File: config.mk
export PLATFORM = sky130hd
export DESIGN_NAME = fetch_window_byte_budget_core
export DESIGN_NICKNAME = d
export VERILOG_FILES = /design/src/hw/rtl/fwbb_pkg.sv /design/src/hw/rtl/fetch_window_byte_budget_core.sv /design/src/hw/rtl/fwbb_ctrl.sv /design/src/hw/rtl/fwbb_dpath.sv
export SDC_FILE = /design/constraint.sdc
export NUM_CORES = 2
export LEC_CHECK = 0
export BUFFER_PORTS_ARGS = -buffer_cell sky130_fd_sc_hd__buf_2
export CAP_MARGIN = 15
export CORE_MARGIN = 2
export CORE_UTILIZATION = 46
export DETAILED_ROUTE_END_ITERATION = 7
export SKIP_LAST_GASP = 1
export SLEW_MARGIN = 10
export SYNTH_ARGS = -nofsm -noshare
export SYNTH_HDL_FRONTEND = slang
export SYNTH_SLANG_ARGS = --single-unit
File: constraint.sdc
create_clock -name clock -period 3.6 [get_ports clock]
set_input_delay 0.72 -clock clock [delete_from_list [all_inputs] [get_ports clock]]
set_output_delay 0.72 -clock clock [all_outputs]
set_load 0.005 [all_outputs]
File: src/hw/rtl/fwbb_pkg.sv
// Shared types and constants for the fetch window byte budget block.
// Used by the controller, the datapath and the top level; depends on nothing.
`default_nettype none

package fwbb_pkg;

   localparam int MAX_INSTRS_DEF = 256;
   localparam int MAX_RESULTS    = 64;

   localparam int BUDGET_W = 7;
   localparam int LEN_W    = 9;
   localparam int SLOT_W   = 8;
   localparam int BYTES_W  = 5;
   localparam int SINK_W   = 7;
   localparam int CNT_W    = 7;
   localparam int INDEX_W  = 8;
   localparam int ITER_W   = 32;
   localparam int OPC_W    = 2;
   localparam int CSR_IDX_W = 2;
   localparam int CSR_DATA_W = 9;

   typedef enum logic [OPC_W-1:0] {
      OP_LOAD    = 2'd0,
      OP_TICK    = 2'd1,
      OP_RESTART = 2'd2
   } opcode_type;

   typedef enum logic [CSR_IDX_W-1:0] {
      CSR_BYTES_PER_CYCLE = 2'd0,
      CSR_BLOCK_LENGTH    = 2'd1,
      CSR_LOOP_ENABLE     = 2'd2
   } csr_index_type;

   typedef enum logic [3:0] {
      ST_IDLE   = 4'b0001,
      ST_CHECK  = 4'b0010,
      ST_EVAL   = 4'b0100,
      ST_FINISH = 4'b1000
   } state_type;

   // Commands from the controller to the datapath.
   typedef struct packed {
      logic accept;   // input transaction taken this cycle
      logic fetch;    // fetch the instruction at the current position
      logic finish;   // emit the final result of the current item
   } cmd_type;

   // Status from the datapath to the controller.
   typedef struct packed {
      logic active;      // the tick may fetch at all
      logic can_go;      // budget left, block end not reached, sink not full
      logic fits;        // the size just read fits the remaining budget
      logic pend_valid;  // a fetched result waits to learn whether it is last
      logic out_free;    // the output register can take a result this cycle
   } status_type;

endpackage

`default_nettype wire

File: src/hw/rtl/fetch_window_byte_budget_core.sv
// Top level of the fetch window byte budget block: stream ports, controller and datapath.
// A load, restart or unknown item gives its single result through the finish state and the
// output register; a tick passes the check and evaluate states per fetch, then the finish
// state, also when a size that does not fit ends it, and tready low holds results back.
// One item at a time; each fetch reads the size memory, then compares the size with the
// budget. Reset is synchronous; the size table is not cleared and is undefined until loaded.
`default_nettype none

module fetch_window_byte_budget_core #(
   parameter int MAX_INSTRS = fwbb_pkg::MAX_INSTRS_DEF
) (
   input  logic        clock,
   input  logic        reset,
   // Configuration write port.
   input  logic                            csr_we,
   input  logic [fwbb_pkg::CSR_IDX_W-1:0]  csr_index,
   input  logic [fwbb_pkg::CSR_DATA_W-1:0] csr_wdata,
   // Input stream.
   input  logic        req_tvalid,
   output logic        req_tready,
   input  logic [23:0] req_tdata,   // slot[7:0], instr_bytes[12:8], sink_free[19:13], zero
   input  logic [1:0]  req_tuser,   // opcode[1:0]
   // Result stream.
   output logic        rsp_tvalid,
   input  logic        rsp_tready,
   output logic [39:0] rsp_tdata,   // fetched_index[7:0], iteration[39:8]
   output logic        rsp_tuser,   // valid_res[0]
   output logic        rsp_tlast
);

   fwbb_pkg::cmd_type    cmd;
   fwbb_pkg::status_type status;

   logic [fwbb_pkg::INDEX_W-1:0] rsp_index;
   logic [fwbb_pkg::ITER_W-1:0]  rsp_iteration;

   fwbb_ctrl u_ctrl (
      .clock      (clock),
      .reset      (reset),
      .req_tvalid (req_tvalid),
      .req_tready (req_tready),
      .req_opcode (req_tuser),
      .status     (status),
      .cmd        (cmd)
   );

   fwbb_dpath #(
      .MAX_INSTRS (MAX_INSTRS)
   ) u_dpath (
      .clock         (clock),
      .reset         (reset),
      .csr_we        (csr_we),
      .csr_index     (csr_index),
      .csr_wdata     (csr_wdata),
      .req_opcode    (req_tuser),
      .req_slot      (req_tdata[7:0]),
      .req_bytes     (req_tdata[12:8]),
      .req_sink      (req_tdata[19:13]),
      .cmd           (cmd),
      .status        (status),
      .rsp_tvalid    (rsp_tvalid),
      .rsp_tready    (rsp_tready),
      .rsp_valid_res (rsp_tuser),
      .rsp_index     (rsp_index),
      .rsp_iteration (rsp_iteration),
      .rsp_tlast     (rsp_tlast)
   );

   assign rsp_tdata = {rsp_iteration, rsp_index};

endmodule

`default_nettype wire

File: src/hw/rtl/fwbb_ctrl.sv
// Controller state machine of the fetch window byte budget block.
// Depends on fwbb_pkg; drives the datapath through cmd_type and reads status_type.
`default_nettype none

module fwbb_ctrl (
   input  logic                            clock,
   input  logic                            reset,
   input  logic                            req_tvalid,
   output logic                            req_tready,
   input  logic [fwbb_pkg::OPC_W-1:0]      req_opcode,
   input  fwbb_pkg::status_type            status,
   output fwbb_pkg::cmd_type               cmd
);

   fwbb_pkg::state_type state_ff, state_in;

   always_ff @(posedge clock) begin
      if (reset) begin
         state_ff <= fwbb_pkg::ST_IDLE;
      end else begin
         state_ff <= state_in;
      end
   end

   always_comb begin
      state_in   = state_ff;
      cmd        = '0;
      req_tready = 1'b0;
      case (state_ff)
         fwbb_pkg::ST_IDLE: begin
            req_tready = 1'b1;
            if (req_tvalid) begin
               cmd.accept = 1'b1;
               if (req_opcode == fwbb_pkg::OP_TICK) begin
                  state_in = fwbb_pkg::ST_CHECK;
               end else begin
                  state_in = fwbb_pkg::ST_FINISH;
               end
            end
         end
         fwbb_pkg::ST_CHECK: begin
            // The size memory reads the current position in this cycle.
            if (status.active && status.can_go) begin
               state_in = fwbb_pkg::ST_EVAL;
            end else begin
               state_in = fwbb_pkg::ST_FINISH;
            end
         end
         fwbb_pkg::ST_EVAL: begin
            if (!status.fits) begin
               state_in = fwbb_pkg::ST_FINISH;
            end else if (!status.pend_valid || status.out_free) begin
               cmd.fetch = 1'b1;
               state_in  = fwbb_pkg::ST_CHECK;
            end
         end
         fwbb_pkg::ST_FINISH: begin
            if (status.out_free) begin
               cmd.finish = 1'b1;
               state_in   = fwbb_pkg::ST_IDLE;
            end
         end
         default: begin
            state_in = fwbb_pkg::ST_IDLE;
         end
      endcase
   end

endmodule

`default_nettype wire

File: src/hw/rtl/fwbb_dpath.sv
// Datapath of the fetch window byte budget block: configuration registers,
// size memory, fetch position, budget and the output register. Depends on fwbb_pkg.
`default_nettype none

module fwbb_dpath #(
   parameter int MAX_INSTRS = fwbb_pkg::MAX_INSTRS_DEF
) (
   input  logic                             clock,
   input  logic                             reset,
   input  logic                             csr_we,
   input  logic [fwbb_pkg::CSR_IDX_W-1:0]   csr_index,
   input  logic [fwbb_pkg::CSR_DATA_W-1:0]  csr_wdata,
   input  logic [fwbb_pkg::OPC_W-1:0]       req_opcode,
   input  logic [fwbb_pkg::SLOT_W-1:0]      req_slot,
   input  logic [fwbb_pkg::BYTES_W-1:0]     req_bytes,
   input  logic [fwbb_pkg::SINK_W-1:0]      req_sink,
   input  fwbb_pkg::cmd_type                cmd,
   output fwbb_pkg::status_type             status,
   output logic                             rsp_tvalid,
   input  logic                             rsp_tready,
   output logic                             rsp_valid_res,
   output logic [fwbb_pkg::INDEX_W-1:0]     rsp_index,
   output logic [fwbb_pkg::ITER_W-1:0]      rsp_iteration,
   output logic                             rsp_tlast
);

   localparam int PosW = $clog2(MAX_INSTRS + 1);
   localparam int IdxW = (MAX_INSTRS > 1) ? $clog2(MAX_INSTRS) : 1;

   // Configuration registers.
   logic [fwbb_pkg::BUDGET_W-1:0] cfg_bpc_ff;
   logic [fwbb_pkg::LEN_W-1:0]    cfg_len_ff;
   logic                          cfg_loop_ff;

   // Size memory, no reset.
   logic [fwbb_pkg::BYTES_W-1:0]  size_mem [MAX_INSTRS];
   logic [fwbb_pkg::BYTES_W-1:0]  size_rd_ff;

   logic [PosW-1:0]               pos_ff;
   logic [fwbb_pkg::ITER_W-1:0]   iter_ff;
   logic                          active_ff;
   logic [fwbb_pkg::BUDGET_W-1:0] budget_ff;
   logic [fwbb_pkg::CNT_W-1:0]    count_ff;
   logic [fwbb_pkg::CNT_W-1:0]    limit_ff;
   logic [PosW-1:0]               len_ff;

   logic                          pend_valid_ff;
   logic [fwbb_pkg::INDEX_W-1:0]  pend_index_ff;
   logic [fwbb_pkg::ITER_W-1:0]   pend_iter_ff;

   logic                          rsp_valid_ff;
   logic                          rsp_vres_ff;
   logic [fwbb_pkg::INDEX_W-1:0]  rsp_index_ff;
   logic [fwbb_pkg::ITER_W-1:0]   rsp_iter_ff;
   logic                          rsp_last_ff;

   logic [PosW-1:0]               len_c;
   logic [fwbb_pkg::CNT_W-1:0]    limit_c;
   logic                          out_free;
   logic                          emit;
   logic                          is_tick;
   logic                          is_load;
   logic                          is_restart;

   assign len_c = (32'(cfg_len_ff) > MAX_INSTRS) ? PosW'(MAX_INSTRS) : PosW'(cfg_len_ff);
   assign limit_c = (32'(req_sink) > fwbb_pkg::MAX_RESULTS) ?
                    fwbb_pkg::CNT_W'(fwbb_pkg::MAX_RESULTS) : fwbb_pkg::CNT_W'(req_sink);
   assign out_free = !rsp_valid_ff || rsp_tready;
   assign emit = (cmd.fetch && pend_valid_ff) || cmd.finish;

   always_comb begin
      is_tick    = 1'b0;
      is_load    = 1'b0;
      is_restart = 1'b0;
      case (req_opcode)
         fwbb_pkg::OP_LOAD:    is_load    = cmd.accept;
         fwbb_pkg::OP_TICK:    is_tick    = cmd.accept;
         fwbb_pkg::OP_RESTART: is_restart = cmd.accept;
         default: begin
         end
      endcase
   end

   always_ff @(posedge clock) begin
      if (reset) begin
         cfg_bpc_ff  <= fwbb_pkg::BUDGET_W'(16);
         cfg_len_ff  <= fwbb_pkg::LEN_W'(1);
         cfg_loop_ff <= 1'b1;
      end else if (csr_we) begin
         case (csr_index)
            fwbb_pkg::CSR_BYTES_PER_CYCLE: cfg_bpc_ff  <= csr_wdata[fwbb_pkg::BUDGET_W-1:0];
            fwbb_pkg::CSR_BLOCK_LENGTH:    cfg_len_ff  <= csr_wdata[fwbb_pkg::LEN_W-1:0];
            fwbb_pkg::CSR_LOOP_ENABLE:     cfg_loop_ff <= csr_wdata[0];
            default: begin
            end
         endcase
      end
   end

   // Single-port style memory: one write from a load, one registered read
   // at the current fetch position every cycle.
   always_ff @(posedge clock) begin
      if (is_load && (32'(req_slot) < MAX_INSTRS)) begin
         size_mem[IdxW'(req_slot)] <= req_bytes;
      end
      size_rd_ff <= size_mem[pos_ff[IdxW-1:0]];
   end

   always_ff @(posedge clock) begin
      if (reset) begin
         pos_ff        <= '0;
         iter_ff       <= '0;
         active_ff     <= 1'b0;
         count_ff      <= '0;
         pend_valid_ff <= 1'b0;
      end else begin
         if (cmd.accept) begin
            pend_valid_ff <= 1'b0;
            count_ff      <= '0;
         end
         if (is_restart) begin
            pos_ff  <= '0;
            iter_ff <= '0;
         end
         if (is_tick) begin
            if (pos_ff >= len_c) begin
               if (cfg_loop_ff) begin
                  pos_ff    <= '0;
                  iter_ff   <= iter_ff + 1'b1;
                  active_ff <= 1'b1;
               end else begin
                  active_ff <= 1'b0;
               end
            end else begin
               active_ff <= 1'b1;
            end
         end
         if (cmd.fetch) begin
            pend_valid_ff <= 1'b1;
            pos_ff        <= pos_ff + 1'b1;
            count_ff      <= count_ff + 1'b1;
         end
         if (cmd.finish) begin
            pend_valid_ff <= 1'b0;
         end
      end
   end

   always_ff @(posedge clock) begin
      if (is_tick) begin
         budget_ff <= cfg_bpc_ff;
         limit_ff  <= limit_c;
         len_ff    <= len_c;
      end else if (cmd.fetch) begin
         budget_ff <= budget_ff - fwbb_pkg::BUDGET_W'(size_rd_ff);
      end
      if (cmd.fetch) begin
         pend_index_ff <= fwbb_pkg::INDEX_W'(pos_ff);
         pend_iter_ff  <= iter_ff;
      end
   end

   // Output register: a result held here waits for the sink while work goes on.
   always_ff @(posedge clock) begin
      if (reset) begin
         rsp_valid_ff <= 1'b0;
      end else if (emit) begin
         rsp_valid_ff <= 1'b1;
      end else if (rsp_tready) begin
         rsp_valid_ff <= 1'b0;
      end
   end

   always_ff @(posedge clock) begin
      if (emit) begin
         // A finish with nothing pending is the single no-fetch result.
         rsp_vres_ff  <= pend_valid_ff;
         rsp_index_ff <= pend_valid_ff ? pend_index_ff : '0;
         rsp_iter_ff  <= pend_valid_ff ? pend_iter_ff : '0;
         rsp_last_ff  <= cmd.finish;
      end
   end

   assign status.active     = active_ff;
   assign status.can_go     = (budget_ff != '0) && (pos_ff < len_ff) && (count_ff < limit_ff);
   assign status.fits       = (fwbb_pkg::BUDGET_W'(size_rd_ff) <= budget_ff);
   assign status.pend_valid = pend_valid_ff;
   assign status.out_free   = out_free;

   assign rsp_tvalid    = rsp_valid_ff;
   assign rsp_valid_res = rsp_vres_ff;
   assign rsp_index     = rsp_index_ff;
   assign rsp_iteration = rsp_iter_ff;
   assign rsp_tlast     = rsp_last_ff;

   a_emit_room: assert property (@(posedge clock) disable iff (reset)
      emit |-> out_free)
      else $error("result emitted while the output register is occupied");

   a_fetch_fits: assert property (@(posedge clock) disable iff (reset)
      cmd.fetch |-> (fwbb_pkg::BUDGET_W'(size_rd_ff) <= budget_ff) && (budget_ff != '0))
      else $error("fetch beyond the byte budget");

   a_fetch_sink: assert property (@(posedge clock) disable iff (reset)
      cmd.fetch |-> (count_ff < limit_ff) && (pos_ff < len_ff))
      else $error("fetch past the sink limit or the block end");

   a_fetch_count: assert property (@(posedge clock) disable iff (reset)
      cmd.fetch |=> (count_ff == $past(count_ff) + 1'b1))
      else $error("fetch count did not advance");

endmodule

`default_nettype wire
# Word level (Yosys, flattened, before mapping)

Memory sizes are Yosys's and may differ from the RTL's. A register that Yosys moved wholly into a read port is not among the register bits.
Cells that the tools add are included.

Reduce and logical (&&, ||, !) cells: 20
Eq/ne operators: 11
Add/subtract/negate cells: 4
Muxes and demuxes: 40
Order comparisons: 6

Operator list:

| kind                  | number |
|---|---|
| $mux 32               | 4 |
| $mux 9                | 6 |
| $add 32x1->32 const B | 1 |
| $mux 7                | 4 |
| $mux 4                | 6 |
| $mux 1                | 19 |
| $pmux 4 s4            | 1 |
| $add 9x1->9 const B   | 1 |
| $ge 9x9->1            | 1 |
| $gt 9x9->1 const B    | 1 |
| $lt 9x9->1            | 1 |
| $add 7x1->7 const B   | 1 |
| $gt 7x7->1 const B    | 1 |
| $le 5x7->1            | 1 |
| $lt 7x7->1            | 1 |
| $reduce_bool 7->1     | 1 |
| $sub 7x5->7           | 1 |
| $reduce_and 2->1      | 3 |
| $reduce_bool 2->1     | 3 |
| $eq 2x1->1 const B    | 2 |
| $eq 2x2->1 const B    | 2 |
| $eq 4x1->1 const B    | 1 |
| $eq 4x2->1 const B    | 1 |
| $eq 4x3->1 const B    | 1 |
| 10 further kinds      | 17 |

Bits in registers: 177
Memories: 1
Output and inout bits: 44
Input bits: 42
Logic and storage cells: 101
Memory bits (writable): 1280

Memory list:

| name             | depth | bits a word | read ports | clocked after memory_dff | wr ports | RTL line         | source |
|---|---|---|---|---|---|---|---|
| u_dpath.size_mem | 256   | 5           | 1          | 1                        | 1        | fwbb_dpath.sv:36 | `logic [fwbb_pkg::BYTES_W-1:0] size_mem [MAX_INSTRS];` |

# Logic depth before layout (Yosys ltp)

Word-level depth: 9
Gate-level depth with buffers: 13
Gate-level depth less buffers: 10

# Hierarchy

Synthesis repeated with hierarchy kept, for this count alone.

Cell total of the unflattened synthesis: 3240
Area total of the unflattened synthesis: 57993.1 um^2

By module, submodules not included:

| module     | instances | area an instance (um^2) | cells each | seq. area each (um^2) |
|---|---|---|---|---|
| fwbb_dpath | 1         | 57727.9                 | 3206       | 43051.3 |
| fwbb_ctrl  | 1         | 265.3                   | 34         | 80.1 |

# Worst setup path before layout

No wires, ideal clock.

Kind: flip-flop to flip-flop
Start: reg u_dpath.budget_ff[1] (netlist bit)
End: reg u_dpath.rsp_index_ff, in the netlist u_dpath.rsp_index[0], enable pin
Required time: 3201 ps
Clock period less this slack: 3120 ps
Setup slack: 480 ps
Stages on the path, launching flop included: 9
Buffers on the path: 0
Library setup time: 399 ps
Arrival: 2721 ps
Cells stage by stage: edfxtp_1 ha_1 nor2b_1 o21ai_0 a21boi_0 o21ai_0 a211o_1 inv_1 a21o_1

Cells in the longest elaborated chain, start to end: 5

RTL lines:

| element                  | RTL line          | source |
|---|---|---|
| start: declaration       | fwbb_dpath.sv:42  | `logic [fwbb_pkg::BUDGET_W-1:0] budget_ff;` |
| start signal: assignment | fwbb_dpath.sv:151 | `budget_ff <= cfg_bpc_ff;` |
| start signal: assignment | fwbb_dpath.sv:155 | `budget_ff <= budget_ff - fwbb_pkg::BUDGET_W'(size_rd_ff);` |
| $le 5x7->1               | fwbb_dpath.sv:186 | `assign status.fits = (fwbb_pkg::BUDGET_W'(size_rd_ff) <= budget_ff);` |
| $mux 1                   | fwbb_ctrl.sv:50   | `if (!status.fits) begin` |
| $mux 1                   | fwbb_ctrl.sv:29   | `case (state_ff)` |
| $logic_and 1x1->1        | fwbb_dpath.sv:69  | `assign emit = (cmd.fetch && pend_valid_ff) \|\| cmd.finish;` |
| $logic_or 1x1->1         | fwbb_dpath.sv:69  |  |
| named net u_dpath.emit   | fwbb_dpath.sv:60  | `logic emit;` |
| end signal: assignment   | fwbb_dpath.sv:178 | `rsp_index_ff <= pend_valid_ff ? pend_index_ff : '0;` |
| end: declaration         | fwbb_dpath.sv:53  | `logic [fwbb_pkg::INDEX_W-1:0] rsp_index_ff;` |

The timed path passes the listed nets, and every way through them passes these cells.
A chain may end at the register's enable or synchronous reset.

==> flow_metrics.tcl <==
set metrics [dict create \
    critPathArrivalTime_ps 4060 \
    cts_buffers 151 \
    synthArstFlopShare_pct 0 \
    r2r_cells 9 \
    grt_first_pass_wirelength_um 219000 \
    rsz0062_at_grt "no" \
    nets 3822 \
    hold_depth 2 \
    yosys_warnings 0 \
    ir_drop_mv 0.383 \
    place.gp.congestion 0.864 \
    netlist_area_sq_mm 0.0589 \
    required_ps 4220 \
    clock_path_buffers 3 \
    htree_num_levels 4 \
    synth-seq-area-share_pct 73.3 \
    critPathKind "register to register" \
    synth_edf_count 1385 \
    drtIter0Drc 3280 \
    synth.distinct_cells 86 \
    synth_cells 3253 \
    cts_tree "done" \
    critPathMaxFanout 21 \
    drcViolationCount 0 \
    intPower_w 0.0272 \
    worstReg2RegStart "u_dpath.pos_ff[0]" \
    drt_pass1_iterations 6 \
    p_comb_share_pct 1.8 \
    cp-startpoint "u_dpath.pos_ff[0]" \
    final_layout_size_suffix_gt1_share_pct 25.6 \
    grt-ovfl-total 0 \
    area_growth_syn_to_layout_pct 16.4 \
    tightest_slew_ps 1050 \
    vias 32500 \
    viasPerCell 5.88 \
    die_area_sq_mm 0.131 \
    finalCriticalPeriod_ps 3440 \
    fp.dieH_um 362 \
    seqPwrFrac_pct 54.8 \
    synth_area_leaders "edfxtp_1 71%, mux4_2 8.1%, mux2i_1 3.3%, dfxtp_1 2.6%, nor2_1 2.0%" \
    fin_setup_tns_ps 0 \
    maxSlewViolCount 0 \
    clk_pin_slew_ps 60 \
    routedWlPerCell_um 26.9 \
    preCtsSetupSlack_ps 148 \
    clk_latency_ps 770 \
    p_sw_w 0.00679 \
    skew_ps 32.1 \
    timing.max_cap.violations 0 \
    final_cell_mix "1,385 x edfxtp_1, 416 x buf_4, 315 x nor2_1" \
    portBuffers 81 \
    coreArea_sq_mm 0.127 \
    finalSetupViolations 0 \
    hold_path_class "input port to register" \
    dpl.hpwl_um 96000 \
    p_total_w 0.0339 \
    antenna_found_initial 9 \
    slew_headroom_pct 29.7 \
    yosysTopAreaCellShare_pct 70.7 \
    syn_nets 3327 \
    postLayoutCoreUtil_pct 53.9 \
    ys_seq_elements 1462 \
    die_w_um 362 \
    yosysTopAreaCell "edfxtp_1" \
    powerDensity_mw_per_mm2 495 \
    fmaxAchievable_ghz 0.291 \
    synthFlopType "edfxtp_1" \
    fin_crit_sh_pct 95.5 \
    grt_max_degree 106 \
    p_leak_nw 22.6 \
    whs_ps 190 \
    rows 131 \
    startpoint_type "register" \
    synth.avg_cell_area_sq_um 18.1 \
    outcome "finished clean" \
    grtUsageTotal_pct 22.8 \
    finalHoldViolations 0 \
    layout_setup_ws_ps 162 \
    clock-root-buffer "clkbuf_16" \
    wirelength_um 148000 \
    io_pins 86 \
    ant_nets 0 \
    layout_commonest_cell "edfxtp_1" \
    grt_pass1_vias 33200 \
    hold_path.startpoint "csr_wdata[4]" \
    clock_power_share_pct 43.4 \
    clkSinkCount 1462 \
    cp-end-kind "register" \
    sw_frac_of_total_pct 20.0 \
    start_util_pct 46.3 \
]
[sequential cells by signal (all words and copies together) (netlist names), 4 cells and up]
signal                 flops
u_dpath.size_rd_ff         5
u_dpath.cfg_len_ff         9
u_dpath.iter_ff           32
u_ctrl.state_ff            4
u_dpath.budget_ff          7
u_dpath.size_mem        1280
u_dpath.count_ff           7
u_dpath.pend_index_ff      8
u_dpath.pend_iter_ff      32
u_dpath.cfg_bpc_ff         7
u_dpath.rsp_iteration     32
u_dpath.rsp_index          8
u_dpath.limit_ff           7
u_dpath.len_ff             9
u_dpath.pos_ff             9
[per-stage QoR]
stage	area, sq um	cells
2_1_floorplan	58900	3253
3_3_place_gp	63900	5257
6_report	68500	5528
3_5_place_dp	63900	5257
4_1_cts	68500	5525
5_1_grt	68500	5526
[final cells by class]
cell class	instances	area (sq um)
fillers	9848	58700
flip-flops and latches	1462	43100
multi-input cells	1564	14300
repair buffers	528	4180
clock buffers	193	4000
well taps	1662	2080
clock inverters	75	618
inverters	41	159
diodes	3	7.51
[metal layers]
metal	up-vias	GRT usage, %	part of all wire (%)
met5	-	0	0.046
met4	10	7.30	2.8
met3	239	4.51	7.5
met2	1371	37.3	49
met1	16800	30.9	41
li1	14100	-	-
[kinds of logic after synthesis]
logic type / synth area share, %
AND/OR/NAND/NOR: 5.71
XOR/XNOR: 0.0893
AO/OA/AOI/OAI: 4.43
multiplexers: 13.4
flip-flops: 73.3
buffers and inverters: 2.37
adder cells (fa/ha/maj): 0.693
[synthesized netlist by cell type, types with 6 or more instances]
cell	instances
a211o_1	6
a211oi_1	46
a21o_1	11
a21oi_1	80
a221oi_1	24
a22o_1	9
a22oi_1	34
a31oi_1	7
and2_1	47
and3_1	6
and4_1	6
buf_1	7
buf_12	11
buf_2	47
buf_4	20
buf_6	16
buf_8	9
clkbuf_1	75
dfxtp_1	77
edfxtp_1	1385
ha_1	31
inv_1	35
mux2i_1	195
mux4_1	42
mux4_2	213
nand2_1	116
nand2b_1	21
nand3_1	51
nand3b_1	6
nand4_1	13
nor2_1	316
nor2b_1	37
nor3_1	22
nor3b_1	9
o211ai_1	10
o21ai_0	40
o221ai_1	21
o22ai_1	21
o311ai_0	6
o31ai_1	6
or3_1	22
[repair_timing]
item / 4_1_cts / 5_1_grt
setup buffers: 0 / 0
gates resized for setup: 0 / 1
hold buffers: 0 / 0
endpoints found under the setup margin: 0 / 1
[worst max-delay path, cell delays in order (launching register included)]
cell	delay [ps]
dfxtp_4	650
buf_4	240
mux4_1	600
a22o_1	250
a211oi_1	500
a211oi_1	240
nor3_1	400
buf_4	190
a41o_1	100
a211oi_1	70
[power by group through the flow]
stage / logic (W) / clock network, W / registers (W)
floorplan: 0.000163 / 0 / 0.0190
detailed placement: 0.000612 / 0 / 0.0190
global route: 0.000657 / 0.0156 / 0.0186
finish: 0.000607 / 0.0147 / 0.0186
global placement: 0.000578 / 0 / 0.0190
CTS: 0.000612 / 0.0150 / 0.0186
[path summary, 6_finish.rpt]
kind | end | slack [ps]
setup / recovery | u_dpath.size_rd_ff[1] | 160
hold / removal | u_dpath.cfg_bpc_ff[4] | 190
setup reg to reg | u_dpath.size_rd_ff[1] | 160
hold reg to reg | u_dpath.pend_iter_ff[31] | 470
No activity file was read; power rests on OpenSTA's default activity.
